<file path="src/rtl/metp_pkg.sv">
`timescale 1ns / 1ps
`default_nettype none
// ----------------------------------------------------------------------------
// metp_pkg
// Types, constants and fixed-point helpers for the escape-time pixel block.
// ----------------------------------------------------------------------------
package metp_pkg;

    localparam int FRAC_BITS = 26;
    localparam int FX_W      = FRAC_BITS + 6;
    localparam int PROD_W    = 2 * FX_W;

    localparam int PIX_W     = 12;
    localparam int CFG_W     = 13;
    localparam int ITER_W    = 8;
    localparam int CIDX_W    = 2;
    localparam int DIFF_W    = CFG_W + 2;
    localparam int MAG_W     = CFG_W + 3;
    localparam int DEN_W     = CFG_W + 1;
    localparam int DIV_W     = MAG_W + FRAC_BITS;
    localparam int DCNT_W    = $clog2(DIV_W);

    localparam int IN_W      = 2 * PIX_W;
    localparam int OUT_W     = 40;

    localparam logic [CIDX_W-1:0] REG_WIDTH    = 2'd0;
    localparam logic [CIDX_W-1:0] REG_HEIGHT   = 2'd1;
    localparam logic [CIDX_W-1:0] REG_MAX_ITER = 2'd2;

    localparam logic [CFG_W-1:0]  WIDTH_RST    = CFG_W'(1920);
    localparam logic [CFG_W-1:0]  HEIGHT_RST   = CFG_W'(1080);
    localparam logic [ITER_W-1:0] MAX_ITER_RST = ITER_W'(100);

    localparam logic [31:0] COLOR_INSIDE  = 32'hFF00FF00;
    localparam logic [31:0] COLOR_ESCAPED = 32'hFFFF00FF;

    typedef logic signed [FX_W-1:0] t_fx;

    localparam t_fx FX_MAX = {1'b0, {(FX_W-1){1'b1}}};
    localparam t_fx FX_MIN = {1'b1, {(FX_W-1){1'b0}}};
    localparam logic [PROD_W-1:0] FX_LIM = PROD_W'(1) << (FX_W - 1);

    typedef struct packed {
        logic [CFG_W-1:0]  width;
        logic [CFG_W-1:0]  height;
        logic [ITER_W-1:0] max_iter;
    } t_cfg;

    typedef struct packed {
        logic             start;
        logic [MAG_W-1:0] dividend;
        logic [DEN_W-1:0] divisor;
    } t_div_req;

    typedef struct packed {
        logic             done;
        logic [DIV_W-1:0] quot;
    } t_div_rsp;

    typedef struct packed {
        t_fx  a;
        t_fx  b;
        logic dbl;
    } t_mul_req;

    typedef struct packed {
        logic              valid;
        logic [ITER_W-1:0] count;
        logic              in_set;
    } t_result;

    // signed fixed-point value from a magnitude and a sign, clamped to Q range
    function automatic t_fx fx_from_mag(input logic [PROD_W-1:0] mag, input logic neg);
        logic sat;
        t_fx  r;
        sat = (mag >= FX_LIM);
        if (neg) begin
            r = sat ? FX_MIN : -t_fx'(mag[FX_W-1:0]);
        end else begin
            r = sat ? FX_MAX : t_fx'(mag[FX_W-1:0]);
        end
        return r;
    endfunction

endpackage
`default_nettype wire

</file>
<file path="src/rtl/mandelbrot_escape_time_pixel_top.sv">
`timescale 1ns / 1ps
`default_nettype none
// ----------------------------------------------------------------------------
// mandelbrot_escape_time_pixel_top
// Escape-time evaluator for one pixel coordinate per request.
// ----------------------------------------------------------------------------
// Usage:
//   s_axis carries one pixel request: column in tdata[11:0], row in
//   tdata[23:12]. m_axis returns one result per request: iteration count in
//   tdata[7:0], ARGB colour in tdata[39:8], inside flag on tuser.
//   The cfg channel writes image_width (index 0), image_height (index 1) and
//   max_iterations (index 2); other indexes are ignored. Write it only while
//   no request is in flight.
// Timing:
//   Two serial divisions of one quotient bit per cycle map the pixel to c;
//   each iteration then runs on the single shared multiplier (three
//   products and an update).
//   s_axis_tready is low while a request is worked on; one result waits in
//   an output register, so the next request is taken while it is stalled.
// Reset:
//   Synchronous, active low: registers return to 1920 x 1080 and a limit of
//   100, and any request in flight is dropped.
// ----------------------------------------------------------------------------
module mandelbrot_escape_time_pixel_top (
    input  wire                           i_clk,
    input  wire                           i_rst_n,
    input  wire                           s_axis_tvalid,
    output logic                          s_axis_tready,
    input  wire [metp_pkg::IN_W-1:0]      s_axis_tdata,   // pixel_column, pixel_row
    output logic                          m_axis_tvalid,
    input  wire                           m_axis_tready,
    output logic [metp_pkg::OUT_W-1:0]    m_axis_tdata,   // escape_count, pixel_color
    output logic                          m_axis_tuser,   // inside_set
    input  wire                           i_cfg_valid,
    output logic                          o_cfg_ready,
    input  wire [metp_pkg::CIDX_W-1:0]    i_cfg_index,
    input  wire [metp_pkg::CFG_W-1:0]     i_cfg_data
);
    import metp_pkg::*;

    t_cfg              r_cfg;
    t_result           core_res;
    logic              core_ready;
    logic              core_start;
    logic              res_take;

    logic              r_out_valid;
    logic [ITER_W-1:0] r_out_count;
    logic              r_out_inside;

    assign o_cfg_ready = 1'b1;

    always_ff @(posedge i_clk) begin
        if (!i_rst_n) begin
            r_cfg.width    <= WIDTH_RST;
            r_cfg.height   <= HEIGHT_RST;
            r_cfg.max_iter <= MAX_ITER_RST;
        end else if (i_cfg_valid && o_cfg_ready) begin
            case (i_cfg_index)
                REG_WIDTH: begin
                    r_cfg.width <= i_cfg_data;
                end
                REG_HEIGHT: begin
                    r_cfg.height <= i_cfg_data;
                end
                REG_MAX_ITER: begin
                    r_cfg.max_iter <= i_cfg_data[ITER_W-1:0];
                end
                default: begin
                    r_cfg <= r_cfg;
                end
            endcase
        end
    end

    assign s_axis_tready = core_ready;
    assign core_start    = s_axis_tvalid && core_ready;
    assign res_take      = !r_out_valid || m_axis_tready;

    metp_core u_core (
        .i_clk       (i_clk),
        .i_rst_n     (i_rst_n),
        .i_cfg       (r_cfg),
        .i_start     (core_start),
        .i_col       (s_axis_tdata[PIX_W-1:0]),
        .i_row       (s_axis_tdata[2*PIX_W-1:PIX_W]),
        .o_ready     (core_ready),
        .o_res       (core_res),
        .i_res_ready (res_take)
    );

    always_ff @(posedge i_clk) begin
        if (!i_rst_n) begin
            r_out_valid <= 1'b0;
        end else if (core_res.valid && res_take) begin
            r_out_valid <= 1'b1;
        end else if (m_axis_tready) begin
            r_out_valid <= 1'b0;
        end
    end

    always_ff @(posedge i_clk) begin
        if (core_res.valid && res_take) begin
            r_out_count  <= core_res.count;
            r_out_inside <= core_res.in_set;
        end
    end

    assign m_axis_tvalid = r_out_valid;
    assign m_axis_tuser  = r_out_inside;
    assign m_axis_tdata  = {(r_out_inside ? COLOR_INSIDE : COLOR_ESCAPED), r_out_count};

`ifndef SYNTH
    a_busy_after_accept: assert property (@(posedge i_clk) disable iff (!i_rst_n)
        (s_axis_tvalid && s_axis_tready) |=> !s_axis_tready)
        else $error("request accepted while previous one in flight");

    a_result_lands: assert property (@(posedge i_clk) disable iff (!i_rst_n)
        (core_res.valid && res_take) |=> m_axis_tvalid)
        else $error("result lost on hand-over to output register");
`endif

endmodule
`default_nettype wire

</file>
<file path="src/rtl/metp_div.sv">
`timescale 1ns / 1ps
`default_nettype none
// ----------------------------------------------------------------------------
// metp_div
// Serial restoring divider: one quotient bit per cycle, dividend scaled by
// the fraction width.
// ----------------------------------------------------------------------------
module metp_div (
    input  wire                 i_clk,
    input  wire                 i_rst_n,
    input  metp_pkg::t_div_req  i_req,
    output metp_pkg::t_div_rsp  o_rsp
);
    import metp_pkg::*;

    logic              r_busy;
    logic              r_done;
    logic [DCNT_W-1:0] r_cnt;
    logic [DIV_W-1:0]  r_q;
    logic [DEN_W-1:0]  r_rem;
    logic [DEN_W-1:0]  r_den;

    logic [DEN_W:0]    trial;
    logic [DEN_W:0]    diff;
    logic              ge;

    always_comb begin
        trial = {r_rem, r_q[DIV_W-1]};
        diff  = trial - {1'b0, r_den};
        ge    = (trial >= {1'b0, r_den});
    end

    always_ff @(posedge i_clk) begin
        if (!i_rst_n) begin
            r_busy <= 1'b0;
            r_done <= 1'b0;
            r_cnt  <= '0;
        end else begin
            r_done <= 1'b0;
            if (i_req.start) begin
                r_busy <= 1'b1;
                r_cnt  <= '0;
            end else if (r_busy) begin
                r_cnt <= r_cnt + 1'b1;
                if (r_cnt == DCNT_W'(DIV_W - 1)) begin
                    r_busy <= 1'b0;
                    r_done <= 1'b1;
                end
            end
        end
    end

    always_ff @(posedge i_clk) begin
        if (i_req.start) begin
            r_q   <= {i_req.dividend, {FRAC_BITS{1'b0}}};
            r_rem <= '0;
            r_den <= i_req.divisor;
        end else if (r_busy) begin
            r_rem <= ge ? diff[DEN_W-1:0] : trial[DEN_W-1:0];
            r_q   <= {r_q[DIV_W-2:0], ge};
        end
    end

    assign o_rsp.done = r_done;
    assign o_rsp.quot = r_q;

`ifndef SYNTH
    a_rem_below_den: assert property (@(posedge i_clk) disable iff (!i_rst_n)
        r_busy |-> (r_rem < r_den))
        else $error("divider remainder not below divisor");

    a_no_restart: assert property (@(posedge i_clk) disable iff (!i_rst_n)
        i_req.start |-> !r_busy)
        else $error("divider started while busy");
`endif

endmodule
`default_nettype wire

</file>
<file path="src/rtl/metp_mul.sv">
`timescale 1ns / 1ps
`default_nettype none
// ----------------------------------------------------------------------------
// metp_mul
// Shared fixed-point multiplier: registered magnitude product, then shift
// and clamp to the signed fixed-point range.
// ----------------------------------------------------------------------------
module metp_mul (
    input  wire                 i_clk,
    input  metp_pkg::t_mul_req  i_req,
    output metp_pkg::t_fx       o_res
);
    import metp_pkg::*;

    logic [FX_W-1:0]   ua;
    logic [FX_W-1:0]   ub;
    logic [PROD_W-1:0] r_prod;
    logic              r_neg;
    logic              r_dbl;
    logic [PROD_W-1:0] shifted;

    always_comb begin
        ua = i_req.a[FX_W-1] ? FX_W'(-i_req.a) : FX_W'(i_req.a);
        ub = i_req.b[FX_W-1] ? FX_W'(-i_req.b) : FX_W'(i_req.b);
    end

    always_ff @(posedge i_clk) begin
        r_prod <= PROD_W'(ua) * PROD_W'(ub);
        r_neg  <= i_req.a[FX_W-1] ^ i_req.b[FX_W-1];
        r_dbl  <= i_req.dbl;
    end

    always_comb begin
        shifted = r_dbl ? (r_prod >> (FRAC_BITS - 1)) : (r_prod >> FRAC_BITS);
        o_res   = fx_from_mag(shifted, r_neg);
    end

endmodule
`default_nettype wire

</file>
<file path="src/rtl/metp_core.sv">
`timescale 1ns / 1ps
`default_nettype none
// ----------------------------------------------------------------------------
// metp_core
// Sequencer: maps the pixel to c through the divider, then runs the
// escape-time loop on the shared multiplier.
// ----------------------------------------------------------------------------
module metp_core (
    input  wire                       i_clk,
    input  wire                       i_rst_n,
    input  metp_pkg::t_cfg            i_cfg,
    input  wire                       i_start,
    input  wire [metp_pkg::PIX_W-1:0] i_col,
    input  wire [metp_pkg::PIX_W-1:0] i_row,
    output logic                      o_ready,
    output metp_pkg::t_result         o_res,
    input  wire                       i_res_ready
);
    import metp_pkg::*;

    localparam logic [2:0] S_IDLE   = 3'd0;
    localparam logic [2:0] S_DIV_RE = 3'd1;
    localparam logic [2:0] S_DIV_IM = 3'd2;
    localparam logic [2:0] S_XX     = 3'd3;
    localparam logic [2:0] S_YY     = 3'd4;
    localparam logic [2:0] S_XY     = 3'd5;
    localparam logic [2:0] S_STEP   = 3'd6;
    localparam logic [2:0] S_DONE   = 3'd7;

    localparam logic [FX_W:0] BAIL = (FX_W+1)'(5) << FRAC_BITS;

    logic [2:0]        r_state;
    logic [2:0]        n_state;
    logic [ITER_W-1:0] r_count;
    logic [ITER_W-1:0] n_count;

    logic              r_re_neg;
    logic              r_im_neg;
    logic [MAG_W-1:0]  r_im_mag;
    logic [DEN_W-1:0]  r_den;
    t_fx               r_c_re;
    t_fx               r_c_im;
    t_fx               r_x;
    t_fx               r_y;
    t_fx               r_x2;
    t_fx               r_y2;

    logic [CFG_W-1:0]         w_eff;
    logic signed [DIFF_W-1:0] d_re;
    logic signed [DIFF_W-1:0] d_im;
    logic [DIFF_W-1:0]        a_re;
    logic [DIFF_W-1:0]        a_im;
    logic [MAG_W-1:0]         m_re;
    logic [MAG_W-1:0]         m_im;

    t_div_req          div_req;
    t_div_rsp          div_rsp;
    t_mul_req          mul_req;
    t_fx               mul_res;
    t_fx               div_fx;

    logic [FX_W:0]            mag2;
    logic                     stop;
    logic signed [FX_W+1:0]   sum_x;
    logic signed [FX_W+1:0]   sum_y;
    t_fx                      nx;
    t_fx                      ny;

    function automatic t_fx sat_wide(input logic signed [FX_W+1:0] v);
        t_fx r;
        if (v > (FX_W+2)'(FX_MAX)) begin
            r = FX_MAX;
        end else if (v < (FX_W+2)'(FX_MIN)) begin
            r = FX_MIN;
        end else begin
            r = v[FX_W-1:0];
        end
        return r;
    endfunction

    // pixel to scaled offset magnitudes
    always_comb begin
        w_eff = (i_cfg.width == '0) ? CFG_W'(1) : i_cfg.width;
        d_re  = signed'(DIFF_W'({i_col, 1'b0})) - signed'(DIFF_W'(i_cfg.width));
        d_im  = signed'(DIFF_W'({i_row, 1'b0})) - signed'(DIFF_W'(i_cfg.height));
        a_re  = d_re[DIFF_W-1] ? DIFF_W'(-d_re) : DIFF_W'(d_re);
        a_im  = d_im[DIFF_W-1] ? DIFF_W'(-d_im) : DIFF_W'(d_im);
        m_re  = (MAG_W'(a_re) << 2) + MAG_W'(a_re);
        m_im  = (MAG_W'(a_im) << 2) + MAG_W'(a_im);
    end

    always_comb begin
        div_req.start    = ((r_state == S_IDLE) && i_start)
                        || ((r_state == S_DIV_RE) && div_rsp.done);
        div_req.dividend = (r_state == S_IDLE) ? m_re : r_im_mag;
        div_req.divisor  = (r_state == S_IDLE) ? {w_eff, 1'b0} : r_den;
        div_fx = fx_from_mag(PROD_W'(div_rsp.quot),
                             (r_state == S_DIV_RE) ? r_re_neg : r_im_neg);
    end

    always_comb begin
        mul_req.a   = r_x;
        mul_req.b   = (r_state == S_YY) ? r_y : r_x;
        mul_req.dbl = 1'b0;
        case (r_state)
            S_YY: begin
                mul_req.a = r_y;
            end
            S_XY: begin
                mul_req.b   = r_y;
                mul_req.dbl = 1'b1;
            end
            default: begin
                mul_req.a = r_x;
            end
        endcase
    end

    always_comb begin
        mag2  = {1'b0, r_x2} + {1'b0, r_y2};
        stop  = (mag2 > BAIL) || (r_count >= i_cfg.max_iter);
        sum_x = (FX_W+2)'(r_x2) - (FX_W+2)'(r_y2) + (FX_W+2)'(r_c_re);
        sum_y = (FX_W+2)'(mul_res) + (FX_W+2)'(r_c_im);
        nx    = sat_wide(sum_x);
        ny    = sat_wide(sum_y);
    end

    always_comb begin
        n_state = r_state;
        n_count = r_count;
        case (r_state)
            S_IDLE: begin
                if (i_start) begin
                    n_state = S_DIV_RE;
                end
            end
            S_DIV_RE: begin
                if (div_rsp.done) begin
                    n_state = S_DIV_IM;
                end
            end
            S_DIV_IM: begin
                if (div_rsp.done) begin
                    n_state = S_XX;
                    n_count = '0;
                end
            end
            S_XX: begin
                n_state = S_YY;
            end
            S_YY: begin
                n_state = S_XY;
            end
            S_XY: begin
                n_state = S_STEP;
            end
            S_STEP: begin
                if (stop) begin
                    n_state = S_DONE;
                end else begin
                    n_state = S_XX;
                    n_count = r_count + 1'b1;
                end
            end
            S_DONE: begin
                if (i_res_ready) begin
                    n_state = S_IDLE;
                end
            end
            default: begin
                n_state = S_IDLE;
            end
        endcase
    end

    always_ff @(posedge i_clk) begin
        if (!i_rst_n) begin
            r_state <= S_IDLE;
            r_count <= '0;
        end else begin
            r_state <= n_state;
            r_count <= n_count;
        end
    end

    always_ff @(posedge i_clk) begin
        if ((r_state == S_IDLE) && i_start) begin
            r_re_neg <= d_re[DIFF_W-1];
            r_im_neg <= d_im[DIFF_W-1];
            r_im_mag <= m_im;
            r_den    <= {w_eff, 1'b0};
        end
        if ((r_state == S_DIV_RE) && div_rsp.done) begin
            r_c_re <= div_fx;
        end
        if ((r_state == S_DIV_IM) && div_rsp.done) begin
            r_c_im <= div_fx;
            r_x    <= '0;
            r_y    <= '0;
        end
        if (r_state == S_YY) begin
            r_x2 <= mul_res;
        end
        if (r_state == S_XY) begin
            r_y2 <= mul_res;
        end
        if ((r_state == S_STEP) && !stop) begin
            r_x <= nx;
            r_y <= ny;
        end
    end

    metp_div u_div (
        .i_clk   (i_clk),
        .i_rst_n (i_rst_n),
        .i_req   (div_req),
        .o_rsp   (div_rsp)
    );

    metp_mul u_mul (
        .i_clk (i_clk),
        .i_req (mul_req),
        .o_res (mul_res)
    );

    assign o_ready      = (r_state == S_IDLE);
    assign o_res.valid  = (r_state == S_DONE);
    assign o_res.count  = r_count;
    assign o_res.in_set = (r_count >= i_cfg.max_iter);

`ifndef SYNTH
    a_squares_nonneg: assert property (@(posedge i_clk) disable iff (!i_rst_n)
        (r_state == S_STEP) |-> (!r_x2[FX_W-1] && !r_y2[FX_W-1]))
        else $error("negative square from shared multiplier");
`endif

endmodule
`default_nettype wire
</file>
<file path="config.mk">
export PLATFORM = sky130hd
export DESIGN_NAME = mandelbrot_escape_time_pixel_top
export DESIGN_NICKNAME = d
export VERILOG_FILES = /design/src/rtl/metp_pkg.sv /design/src/rtl/mandelbrot_escape_time_pixel_top.sv /design/src/rtl/metp_div.sv /design/src/rtl/metp_mul.sv /design/src/rtl/metp_core.sv
export SDC_FILE = /design/constraint.sdc
export NUM_CORES = 2
export LEC_CHECK = 0
export ABC_AREA = 1
export BUFFER_PORTS_ARGS = -buffer_cell sky130_fd_sc_hd__buf_2
export CORE_ASPECT_RATIO = 1.25
export CORE_MARGIN = 8
export CORE_UTILIZATION = 45
export CTS_CLUSTER_SIZE = 28
export DETAILED_ROUTE_END_ITERATION = 16
export PLACE_DENSITY = 0.69
export SKIP_LAST_GASP = 1
export SLEW_MARGIN = 20
export SYNTH_ARGS = -nofsm -noshare
export SYNTH_HDL_FRONTEND = slang
export SYNTH_SLANG_ARGS = --single-unit
</file>
<file path="constraint.sdc">
create_clock -name i_clk -period 17.3 [get_ports i_clk]
set_input_delay 5.19 -clock i_clk [delete_from_list [all_inputs] [get_ports i_clk]]
set_output_delay 5.19 -clock i_clk [all_outputs]
set_load 0.02 [all_outputs]
</file>
Yosys cells after proc, flatten, opt, wreduce, memory -nomap -nowiden

Index checks and enable logic that the tools add are counted.

Add/sub/neg operators: 17
$mul: 1
Order comparisons: 9
Equal/unequal tests: 15
Muxes and demuxes: 43
Bitwise operators: 3
Reductions and logical operators: 25

Operator list:

| kind                                                                | count |
|---|---|
| two-way mux 32 bit                                                  | 16 |
| negation 32 bit                                                     | 4 |
| two-way mux 42 bit                                                  | 2 |
| greater-than comparator 34 x 32 -> 1 bit, second input constant     | 2 |
| less-than comparator 34 x 32 -> 1 bit, second input constant        | 2 |
| adder 32 x 32 -> 33 bit                                             | 2 |
| multiplier 32 x 32 -> 64 bit                                        | 1 |
| greater-or-equal comparator 42 x 32 -> 1 bit, second input constant | 1 |
| greater-or-equal comparator 39 x 32 -> 1 bit, second input constant | 1 |
| two-way mux 39 bit                                                  | 1 |
| adder 33 x 32 -> 34 bit                                             | 1 |
| greater-than comparator 33 x 29 -> 1 bit, second input constant     | 1 |
| two-way mux 33 bit                                                  | 1 |
| subtractor 32 x 32 -> 33 bit                                        | 1 |
| adder 16 x 15 -> 16 bit                                             | 2 |
| two-way mux 15 bit                                                  | 2 |
| negation 15 bit                                                     | 2 |
| two-way mux 14 bit                                                  | 2 |
| subtractor 13 x 13 -> 14 bit                                        | 2 |
| two-way mux 24 bit                                                  | 1 |
| case mux 3 bit (8 select lines)                                     | 1 |
| two-way mux 16 bit                                                  | 1 |
| two-way mux 8 bit                                                   | 2 |
| case mux 8 bit (2 select lines)                                     | 1 |
| 30 further kinds                                                    | 61 |

Flip-flop bits (word level): 421
Input bits: 44
Word-level logic and storage cells: 141

Depth between registers and ports, before layout

Word-level depth: 9
Gate-level depth with buffers: 51
Gate-level depth less buffers: 47

Hierarchy

Synthesis repeated with hierarchy kept, for this count alone.

Cells, all modules: 8202
Area total of the unflattened synthesis: 63317.0 sq um

By module, submodules not included:

| module                           | times used | cells each | area an instance (sq um) |
|---|---|---|---|
| metp_mul                         | 1          | 4979       | 37903.9 |
| metp_core                        | 1          | 2501       | 19601.3 |
| metp_div                         | 1          | 469        | 3846.2 |
| mandelbrot_escape_time_pixel_top | 1          | 253        | 1965.6 |

Worst setup path after synthesis

Ideal clock, no wire load.

Path kind: input-to-reg
Start point: in s_axis_tdata[13] (netlist bit)
End point: reg u_core.r_im_mag[13] (data pin)
Data arrival time: 8830 ps
Required time: 17040 ps
Slack: 8210 ps
Stages on the path: 25
Path buffers: 1
Path through: ha_1 > a21oi_1 > o31ai_1 > nand2_1 > o211ai_1 > a21boi_0 > o21ai_0 > nand2_1 > nand2_1 > a21oi_1 > clkbuf_1 > nand2_1 > xor2_1 > ha_1 > nand2_1 > inv_1 > nand4_1 > and3_1 > o21ai_0 > a21oi_1 > o21bai_1 > a21oi_1 > nor2_1 > nor2_1 > xor2_1

Word-level cells in the longest chain between the ends: 4

Ends and longest elaborated chain:

| what                             | RTL line                               | RTL |
|---|---|---|
| start: declaration               | mandelbrot_escape_time_pixel_top.sv:29 | `input wire [metp_pkg::IN_W-1:0] s_axis_tdata,` |
| subtractor 13 x 13 -> 14 bit (*) | metp_core.sv:85                        | `d_im = signed'(DIFF_W'({i_row, 1'b0})) - signed'(DIFF_W'(i_cfg.height));` |
| named net u_core.d_im[13]        | metp_core.sv:50                        | `logic signed [DIFF_W-1:0] d_im;` |
| negation 15 bit                  | metp_core.sv:87                        | `a_im = d_im[DIFF_W-1] ? DIFF_W'(-d_im) : DIFF_W'(d_im);` |
| two-way mux 15 bit (*)           | metp_core.sv:87                        |  |
| adder 16 x 15 -> 16 bit (*)      | metp_core.sv:89                        | `m_im = (MAG_W'(a_im) << 2) + MAG_W'(a_im);` |
| named net u_core.m_im[13]        | metp_core.sv:54                        | `logic [MAG_W-1:0] m_im;` |
| end signal: assignment           | metp_core.sv:190                       | `r_im_mag <= m_im;` |
| end: declaration                 | metp_core.sv:39                        | `logic [MAG_W-1:0] r_im_mag;` |

The timed path passes the listed nets; every way through them passes the cells marked *.
A chain may end at the register's enable or synchronous reset.

Worst setup path after layout

Start point: reg u_core.r_state[2]
End point: reg u_core.u_mul.r_prod[56]

Word-level cells in the longest chain between the ends: 6
Elaborated cells on any way between the ends: 9
Those cells by class: add/sub (2); mul (1); eq/ne (2); mux (4)

Ends and longest elaborated chain:

| what                             | RTL line                           | RTL |
|---|---|---|
| start: declaration               | metp_core.sv:32                    | `logic [2:0] r_state;` |
| start signal: assignment         | metp_core.sv:181                   | `r_state <= n_state;` |
| == test 3 bit                    | metp_core.sv:103, metp_core.sv:105 |  |
| two-way mux 32 bit               | metp_core.sv:103, metp_core.sv:105 |  |
| two-way mux 33 bit               | metp_core.sv:105                   | `case (r_state)` |
| negation 32 bit                  | metp_mul.sv:24                     | `ub = i_req.b[FX_W-1] ? FX_W'(-i_req.b) : FX_W'(i_req.b);` |
| two-way mux 32 bit               | metp_mul.sv:24                     |  |
| multiplier 32 x 32 -> 64 bit (*) | metp_mul.sv:28                     | `r_prod <= PROD_W'(ua) * PROD_W'(ub);` |
| end signal: assignment           | metp_mul.sv:28                     |  |
| end: declaration                 | metp_mul.sv:17                     | `logic [PROD_W-1:0] r_prod;` |

Mark *: on every way between the ends. The rest lies on a longest branch, timed or not.

==> results.json <==
{
  "status": "complete, no violations",
  "h-tree-depth": 2,
  "synth_cells": 7826,
  "nets": 9210,
  "drv_slew": 0,
  "core_sq_mm": 0.1371,
  "nFillCells": 13460,
  "clk_pin_slew_ns": 0.08,
  "ys_async_sr_fraction_pct": 0,
  "rsz0062_at_grt": "no",
  "die-area_sq_mm": 0.1499,
  "r2r_start": "u_core.r_state[2]",
  "ff2ff_path_depth": 41,
  "cts_tree": "done",
  "antenna_found_initial": 0,
  "yosys.area.top_type": "fa_1",
  "final_antenna_net_count": 0,
  "clock_latency_ns": 0.61,
  "fin_tns_setup_ns": 0,
  "drt_iter0_drc": 3647,
  "grt_pass1_wl_mm": 314.7,
  "first_global_vias": 54130,
  "drc": 0,
  "period_share_pct": 69.52,
  "cts_buffers": 39,
  "crit_type": "flop to flop",
  "areaGrowthSynthToFinish_pct": 5.491,
  "hold_viol": 0,
  "io_buffer_count": 78,
  "drive_gt1_share_pct": 4.889,
  "fp.dieH_um": 430.9,
  "cp.depth": 41,
  "required_ns": 17.79,
  "max-cap-violations": 0,
  "viasPerCell": 5.360,
  "use_met3_pct": 3.254,
  "post_cts_buffers": 0,
  "dr.pass1.iters": 8,
  "grt_max_degree": 81,
  "arrival_ns": 12.52,
  "gr-usage-met2_pct": 48.88,
  "diodes": 0,
  "cts_resized": 0,
  "cp_common_cell": "inv_1",
  "slew_headroom_pct": 23.98,
  "hp-class": "flop to flop",
  "cts.sinks": 396,
  "busiest_layer": "met2",
  "fp-row-count": 152,
  "cp_max_fo": 43,
  "fp.dieW_um": 348.0,
  "start_kind": "flop",
  "gp_congestion": 1.024,
  "syn-cell-area_sq_mm": 0.06198,
  "routed_wl_mm": 205.3,
  "yosys_warnings": 0,
  "crit_family": "adder cells",
  "yosysSeqAreaShare_pct": 17.00,
  "vias": 51680,
  "critPathSlowestCell": "inv_1",
  "wl_per_cell_um": 21.30,
  "cts_hold_buf": 0,
  "synth_seq_cells": 396,
  "use_met1_pct": 30.55,
  "tightest_slew_ns": 1.132,
  "hp-start": "r_cfg[24]",
  "crit_start": "u_core.r_state[2]",
  "dp_hpwl_mm": 170.1,
  "syn_avg_cell_area_sq_um": 7.920,
  "whs_path_depth": 0,
  "fin_crit_ns": 12.03,
  "ios": 88,
  "fmax_mhz": 83.14,
  "start_util_pct": 45.20,
  "ys.flop_type": "edfxtp_1",
  "critical_path.max_stage_delay_ns": 0.92,
  "synth_top_area_share_pct": 30.17,
  "synth_area_leaders": "fa_1 (30%), edfxtp_1 (13%), inv_1 (10%), ha_1 (9.5%), nand2_1 (8.6%)",
  "cts_root_buf": "clkbuf_16",
  "setup_violations": 0,
  "overflow": 0,
  "cts_buffer_depth": 3,
  "final.setup_skew_ns": 0.03766,
  "grt_usage_pct": 27.19,
  "path_buf_inv": 13,
  "synth_edf_count": 261,
  "synth_cell_type_count": 71,
  "endpoint_kind": "flop"
}
cells in the final DEF, fill, tap and decap left out, types with 6 or more instances in the layout:
cell type and n:
or2_1 9, o21ai_2 10, o21ai_0 341, nor2_2 11, edfxtp_1 261, inv_1 1669
a21o_1 13, or2_2 33, dfxtp_1 135, a21oi_1 346, nand4_1 52, nand2_2 24
nand3b_1 12, o211ai_1 23, clkinv_1 11, xnor2_1 69, o31ai_1 11, buf_2 78
fa_1 934, nor4_1 15, nand2_1 1418, clkbuf_16 41, clkbuf_1 8, nor2_1 993
nand3_1 180, buf_4 87, o21ai_1 31, nand3_2 6, o21a_1 20, xor2_1 165
a211oi_1 16, a31oi_1 42, nor3_1 66, conb_1 11, inv_2 37, ha_1 469
o22ai_1 33, o21bai_1 18, a21boi_0 8
cell families (layout without fill, tap and decap cells):
group                      count (synthesis)  after routing  share of synthesized area, %
adders and majority gates               1403           1403                         39.63
buffers and inverters                   1994           1952                         12.65
other                                      2             11                       0.01212
xor gates and xnor gates                 241            241                         3.484
DFF                                      396            396                         17.00
AOI/OAI and AO/OA                        936            936                         8.414
muxes                                      9              9                        0.1595
and+or+nand+nor                         2845           2845                         18.64
state kept, by name (all words and copies together) (netlist names), 16 cells and up:
| signal | cells |
|---|---|
| u_core.u_div.r_q | 42 |
| u_core.u_mul.r_prod | 39 |
| r_cfg | 34 |
| u_core.r_c_im | 32 |
| u_core.r_c_re | 32 |
| u_core.r_x2 | 32 |
| u_core.r_x | 32 |
| u_core.r_y2 | 32 |
| u_core.r_y | 32 |
| u_core.r_im_mag | 16 |
area by class of cell:
| type | instances | area [sq um] | share of cell area, % |
|---|---|---|---|
| Clock inverter | 20 | 277.8 | 0.4248 |
| Sequential cell | 396 | 10540 | 16.12 |
| Clock buffer | 51 | 1084 | 1.657 |
| Timing Repair Buffer | 165 | 1044 | 1.596 |
| Inverter | 1716 | 6445 | 9.857 |
| Multi-Input combinational cell | 5445 | 43680 | 66.81 |
| Tap cell | 1848 | 2312 | 3.536 |
per-stage QoR:
| step | instances | util (%) | hold slack, ns | worst slack [ns] | instance area [sq um] |
|---|---|---|---|---|---|
| 4_1_cts | 9641 | 47.68 | 0.4278 | 5.451 | 65380 |
| 3_3_place_gp | 9570 | 46.69 | 0.4107 | 5.646 | 64020 |
| 2_1_floorplan | 7835 | - | 0.4331 | 8.210 | 62020 |
| 5_1_grt | 9641 | 47.69 | 0.4318 | 4.812 | 65390 |
| 3_5_place_dp | 9570 | 46.69 | 0.4136 | 5.468 | 64020 |
| 6_report | 9641 | 47.69 | 0.4265 | 5.272 | 65390 |
layer usage:
layer	vias to the layer above	part of all wire [%]
met2	1991	50
met5	-	0
met1	25390	36
li1	23680	-
met3	614	6.1
met4	0	7.9
worst paths after layout:
path	end	slack [ns]
max	u_core.u_mul.r_prod[56]	5.27
min	u_core.r_den[4]	0.43
max reg2reg	u_core.u_mul.r_prod[56]	5.27
min reg2reg	u_core.r_den[4]	0.43
synth_stat cells, types with 4 or more instances:
library cell and count:
inv_1 1669, nand2_1 1421, nor2_1 996, fa_1 934, ha_1 469, a21oi_1 346
o21ai_0 343, edfxtp_1 261, nand3_1 180, xor2_1 167, clkbuf_1 145, dfxtp_1 135
xnor2_1 69, nor3_1 67, buf_2 63, nand4_1 52, buf_4 48, a31oi_1 42
inv_2 38, o22ai_1 33, or2_2 33, o21ai_1 31, o211ai_1 23, nand2_2 22
o21a_1 20, o21bai_1 18, a211oi_1 16, nor4_1 15, a21o_1 13, nand3b_1 12
buf_6 11, o31ai_1 11, buf_1 10, or2_1 9, a21boi_0 8, clkinv_1 8
nor2_2 8, o21ai_2 8, nand3_2 6, a221oi_1 5, mux2i_1 5, nor2_4 5
and3_1 4
Power is left out: the tool's default activity adds up to more than one toggle a clock period on the data nets, which glitch-free logic cannot reach.
